### config.mk
export PLATFORM = sky130hd
export DESIGN_NAME = rlw_dur_pipe
export DESIGN_NICKNAME = d
export VERILOG_FILES = /design/src/hdl/rlw_pkg.sv /design/src/hdl/rlw_dur_pipe.sv
export SDC_FILE = /design/constraint.sdc
export NUM_CORES = 2
export LEC_CHECK = 0
export ABC_AREA = 0
export BUFFER_PORTS_ARGS = -buffer_cell sky130_fd_sc_hd__buf_2
export CORE_AREA = 2 2 394 396
export DETAILED_ROUTE_END_ITERATION = 8
export DIE_AREA = 0 0 396 398
export GPL_TIMING_DRIVEN = 0
export SYNTH_ARGS = -nofsm -noshare
export SYNTH_HDL_FRONTEND = slang
export SYNTH_SLANG_ARGS = --single-unit
### constraint.sdc
create_clock -name clk -period 7.3 [get_ports clk]
set_input_delay 0.73 -clock clk [delete_from_list [all_inputs] [get_ports clk]]
set_output_delay 0.73 -clock clk [all_outputs]
set_load 0.1 [all_outputs]
### src/hdl/rlw_pkg.sv
// ----------------------------------------------------------------------------
// rlw_pkg
// Shared types and constants for the run-length time table walker.
// ----------------------------------------------------------------------------
package rlw_pkg;

	localparam int DATA_W = 32;
	localparam int DUR_W  = 63;
	localparam int PROD_W = 2 * DATA_W;

	localparam logic [DUR_W-1:0] DUR_MAX = {DUR_W{1'b1}};

	typedef enum logic [1:0] {
		FUNC_CLEAR   = 2'd0,
		FUNC_APPEND  = 2'd1,
		FUNC_ADVANCE = 2'd2,
		FUNC_QUERY   = 2'd3
	} rlw_func_t;

	typedef enum logic [2:0] {
		ST_IDLE,
		ST_FETCH,
		ST_WALK,
		ST_DRAIN,
		ST_DONE
	} rlw_state_t;

	// control from the sequencer to the duration pipeline
	typedef struct packed {
		logic start;
		logic issue;
	} rlw_walk_ctl_t;

endpackage

### src/hdl/rlw_dur_pipe.sv
// ----------------------------------------------------------------------------
// rlw_dur_pipe
// Duration pipeline: takes one run per cycle from the table memories, clips it
// to the query range, multiplies and accumulates with saturation.
// ----------------------------------------------------------------------------
module rlw_dur_pipe
	import rlw_pkg::*;
#(
	parameter int POS_W = 41
) (
	input  logic                clk,
	input  logic                arst_n,
	input  rlw_walk_ctl_t       ctl,
	input  logic [DATA_W-1:0]   first_pos,
	input  logic [DATA_W-1:0]   last_pos,
	input  logic [DATA_W-1:0]   rd_count,
	input  logic [DATA_W-1:0]   rd_delta,
	output logic                busy,
	output logic [DUR_W-1:0]    sum
);

	logic                v_s1, v_s2, v_s3, v_s4;
	logic [POS_W-1:0]    prev_q;
	logic [POS_W-1:0]    cur_pos;
	logic [POS_W-1:0]    lo_pos, hi_pos;
	logic [POS_W-1:0]    first_ext, last_ext;
	logic [POS_W-1:0]    lo_s2, hi_s2;
	logic [POS_W-1:0]    span;
	logic [DATA_W-1:0]   delta_s2, delta_s3;
	logic [DATA_W-1:0]   n_s3;
	logic [PROD_W-1:0]   prod_s4;
	logic [DUR_W+1:0]    acc;
	logic [DUR_W-1:0]    sum_q;

	assign first_ext = POS_W'(first_pos);
	assign last_ext  = POS_W'(last_pos);

	// s1: position of the run end and its clipped sample window
	assign cur_pos = prev_q + POS_W'(rd_count);
	assign lo_pos  = (first_ext > prev_q + POS_W'(1)) ? first_ext : prev_q + POS_W'(1);
	assign hi_pos  = (last_ext < cur_pos) ? last_ext : cur_pos;

	// window never exceeds the run count when non-empty
	assign span = hi_s2 - lo_s2 + POS_W'(1);

	assign acc = (DUR_W+2)'(sum_q) + (DUR_W+2)'(prod_s4);

	always_ff @(posedge clk or negedge arst_n) begin
		if (!arst_n) begin
			v_s1 <= 1'b0;
			v_s2 <= 1'b0;
			v_s3 <= 1'b0;
			v_s4 <= 1'b0;
		end else begin
			v_s1 <= ctl.issue;
			v_s2 <= v_s1;
			v_s3 <= v_s2;
			v_s4 <= v_s3;
		end
	end

	always_ff @(posedge clk) begin
		if (ctl.start) begin
			prev_q <= '0;
		end else if (v_s1) begin
			prev_q <= cur_pos;
		end
		lo_s2    <= lo_pos;
		hi_s2    <= hi_pos;
		delta_s2 <= rd_delta;
		n_s3     <= (hi_s2 >= lo_s2) ? span[DATA_W-1:0] : '0;
		delta_s3 <= delta_s2;
		prod_s4  <= PROD_W'(n_s3) * PROD_W'(delta_s3);
		if (ctl.start) begin
			sum_q <= '0;
		end else if (v_s4) begin
			sum_q <= (acc > (DUR_W+2)'(DUR_MAX)) ? DUR_MAX : acc[DUR_W-1:0];
		end
	end

	assign busy = v_s1 | v_s2 | v_s3 | v_s4;
	assign sum  = sum_q;

endmodule

==> flow_metrics.env <==
export IMPL_start_util_pct=34.8
export IMPL_rows=144
export IMPL_coreArea_um2=153000
export IMPL_finalCritPeriodShare_pct=107
export IMPL_ys_seq_area_share_pct=13.2
export IMPL_finClkSkew_ps=41.3
export IMPL_reg2regPathDepth=26
export IMPL_holdCritStartpoint="rd_delta[12]"
export IMPL_drv_cap=0
export IMPL_status="finished with violations"
export IMPL_yosysWarnings=0
export IMPL_synth_edf_count=0
export IMPL_synth_cells=5881
export IMPL_drive_gt1_share_pct=15.3
export IMPL_failed_checks="negative setup slack"
export IMPL_drcViolationCount=0
export IMPL_synth_most_common_cell="inv_1"
export IMPL_worst_path_max_fanout=7
export IMPL_holdWs_ps=168
export IMPL_clock_latency_ps=660
export IMPL_fmax_mhz=129
export IMPL_viasPerCell=5.20
export IMPL_period_needed_ps=7780
export IMPL_dp_hpwl_um=157000
export IMPL_cts_buffers=46
export IMPL_die_x_um=396
export IMPL_synthArstFlopShare_pct=1.14
export IMPL_hold_path_end="delta_s2[12]"
export IMPL_rr_endpoint="prod_s4[63]"
export IMPL_end_kind="flop"
export IMPL_worstHoldPathCells=1
export IMPL_io_buffers=194
export IMPL_rsz0062_at_grt="true"
export IMPL_slew_viol_final=0
export IMPL_ios=196
export IMPL_dr_pass1_iters=6
export IMPL_setup_viol=19
export IMPL_reg2reg_slack_ps=-480
export IMPL_grt_max_degree=14
export IMPL_syn_area_um2=53300
export IMPL_routabilityCongestion=1.03
export IMPL_clk_transition_reported_paths_ps=60
export IMPL_synthFlopType="dfxtp_1"
export IMPL_path_class="flop to flop"
export IMPL_crit_path_start_kind="flop"
export IMPL_overflow=0
export IMPL_critical_path_arrival_ps=8290
export IMPL_synth_seq_cells=350
export IMPL_synth_common_cells="1,046 x inv_1, 913 x fa_1, 615 x and2_1"
export IMPL_crit_required_ps=7820
export IMPL_finalWirelength_um=194000
export IMPL_r2r_start="delta_s3[5]"
export IMPL_yosys_top_cells_area="fa_1 34%, dfxtp_1 13%, ha_1 12%"
export IMPL_numClockSinks=350
export IMPL_num_nets_final=7785
export IMPL_finalHoldViolCount=0
export IMPL_wl_per_cell_um=23.2
export IMPL_ant_nets=0
export IMPL_relSlewSlack_pct=18.7
export IMPL_hold_class="input pin to flop"
export IMPL_cts_tree="built"
export IMPL_groute_usage_overall_pct=24.5
export IMPL_synth_top_cell_area_share_pct=34.3
export IMPL_die_area_um2=158000
export IMPL_ys_types=93
export IMPL_antenna_found_initial=22
export IMPL_die_h_um=398
export IMPL_worstMarginPinSlew_ps=1220
export IMPL_num_vias=43300
export IMPL_root_buffer="clkbuf_16"
export IMPL_htree_num_levels=2
export IMPL_grt_pass1_vias=44900
export IMPL_grt_pass1_wl_um=286000
export IMPL_drtIter0Drc=3637
export IMPL_layout_setup_ws_ps=-477
export IMPL_avgSynthCellArea_um2=9.06
export IMPL_cts_buffer_depth=3
export IMPL_syn2layout_area_growth_pct=18.3
export IMPL_synth_area_leader_cell="fa_1"
## layout make-up
| type | instances | area [um2] |
|---|---|---|
| buffer | 272 | 3270 |
| clock buffer | 60 | 1270 |
| antenna | 8 | 20.0 |
| inverter | 1046 | 3930 |
| timing repair buffer | 325 | 2130 |
| sequential | 350 | 7200 |
| clock inverter | 26 | 374 |
| fill | 15100 | 90300 |
| multi-input combinational | 4204 | 42300 |
| tap | 2044 | 2560 |
## critical path: stages (launching register included)
cell and delay (ps):
dfxtp_4 520, clkbuf_16 230, and2_4 140, fa_1 420, fa_1 470, fa_1 490, inv_1 50, fa_1 550
inv_2 40, fa_1 490, inv_2 40, fa_1 520, inv_2 40, fa_2 570, fa_2 500, ha_4 270
and2_4 160, and3_4 180, a221oi_4 390, a211oi_4 150, o21ai_4 320, a21oi_4 120, o41ai_4 260, o21ai_2 120
a221o_1 320, a21oi_2 150, xnor2_1 80
## routing by layer
| layer | wire, um | track usage, % | vias up |
|---|---|---|---|
| met3 | 17800 | 5.50 | 536 |
| met5 | 89 | 0 | - |
| met1 | 77000 | 31.2 | 21800 |
| met4 | 12300 | 12.9 | 14 |
| met2 | 86500 | 38.8 | 1930 |
| li1 | - | - | 19100 |
## through the flow
step / std cells / utilization, % / cell area [um2] / setup TNS, ps / worst slack, ps
final: 8335 / 41.1 / 63000 / -4090 / -477
after CTS: 8309 / 40.8 / 62600 / -2240 / -423
after global placement: 8127 / 37.1 / 56900 / -53530 / -2270
after global routing: 8329 / 41.1 / 63000 / -6710 / -640
after detailed placement: 8128 / 37.1 / 56900 / -54680 / -2330
after floorplan: 5889 / - / 53300 / 0 / 45.5
## cells in the final DEF (no fill, tap or decap), drive strengths merged, types with 87 or more instances in the layout
cell and n:
a21o 109, a21oi 214, and2 617, buf 352, clkbuf 303, dfxtp 346, fa 913, ha 495
inv 1051, nand2 588, nor2 232, o21ai 126, xnor2 132, xor2 87
## cell families after synthesis
kind of cell / after synthesis / synth area share, %
simple gates: 1741 / 16.5
xor+xnor: 219 / 3.60
mux: 99 / 2.13
buf+inv: 1335 / 9.59
fa+ha+maj: 1408 / 45.9
other cells: 1 / 0.00704
flops: 350 / 13.2
compound gates: 728 / 9.07
## flip-flops by register name (all words and copies together) (netlist names)
name	cells
hi_s2	41
lo_s2	41
prev_q	41
v_s1	1
n_s3	32
v_s3	1
sum	63
delta_s2	32
prod_s4	64
delta_s3	32
v_s2	1
v_s4	1
## worst max path at each step
| stage | endpoint | cells past startpoint | startpoint | slack, ps |
|---|---|---|---|---|
| 2_1_floorplan | prod_s4[63] | 26 | delta_s3[2] | 50 |
| 3_3_place_gp | prod_s4[49] | 25 | delta_s3[5] | -2270 |
| 3_5_place_dp | prod_s4[63] | 25 | delta_s3[5] | -2330 |
| 4_1_cts | prod_s4[63] | 26 | delta_s3[5] | -420 |
| 5_1_grt | prod_s4[63] | 26 | delta_s3[5] | -640 |
| 6_report | prod_s4[63] | 26 | delta_s3[5] | -480 |
## repair_timing
action | 4_1_cts | 5_1_grt
hold buffers | 1 | 0
pin swaps | 200 | 75
endpoints found under the hold margin | 4 | 0
endpoints found under the setup margin | 45 | 24
setup buffers | 108 | 20
resized for setup | 876 | 103
cloned | 4 | 0
Power is not shown: default switching activity piles up to over one toggle a cycle in this logic, so the estimate is an artifact.
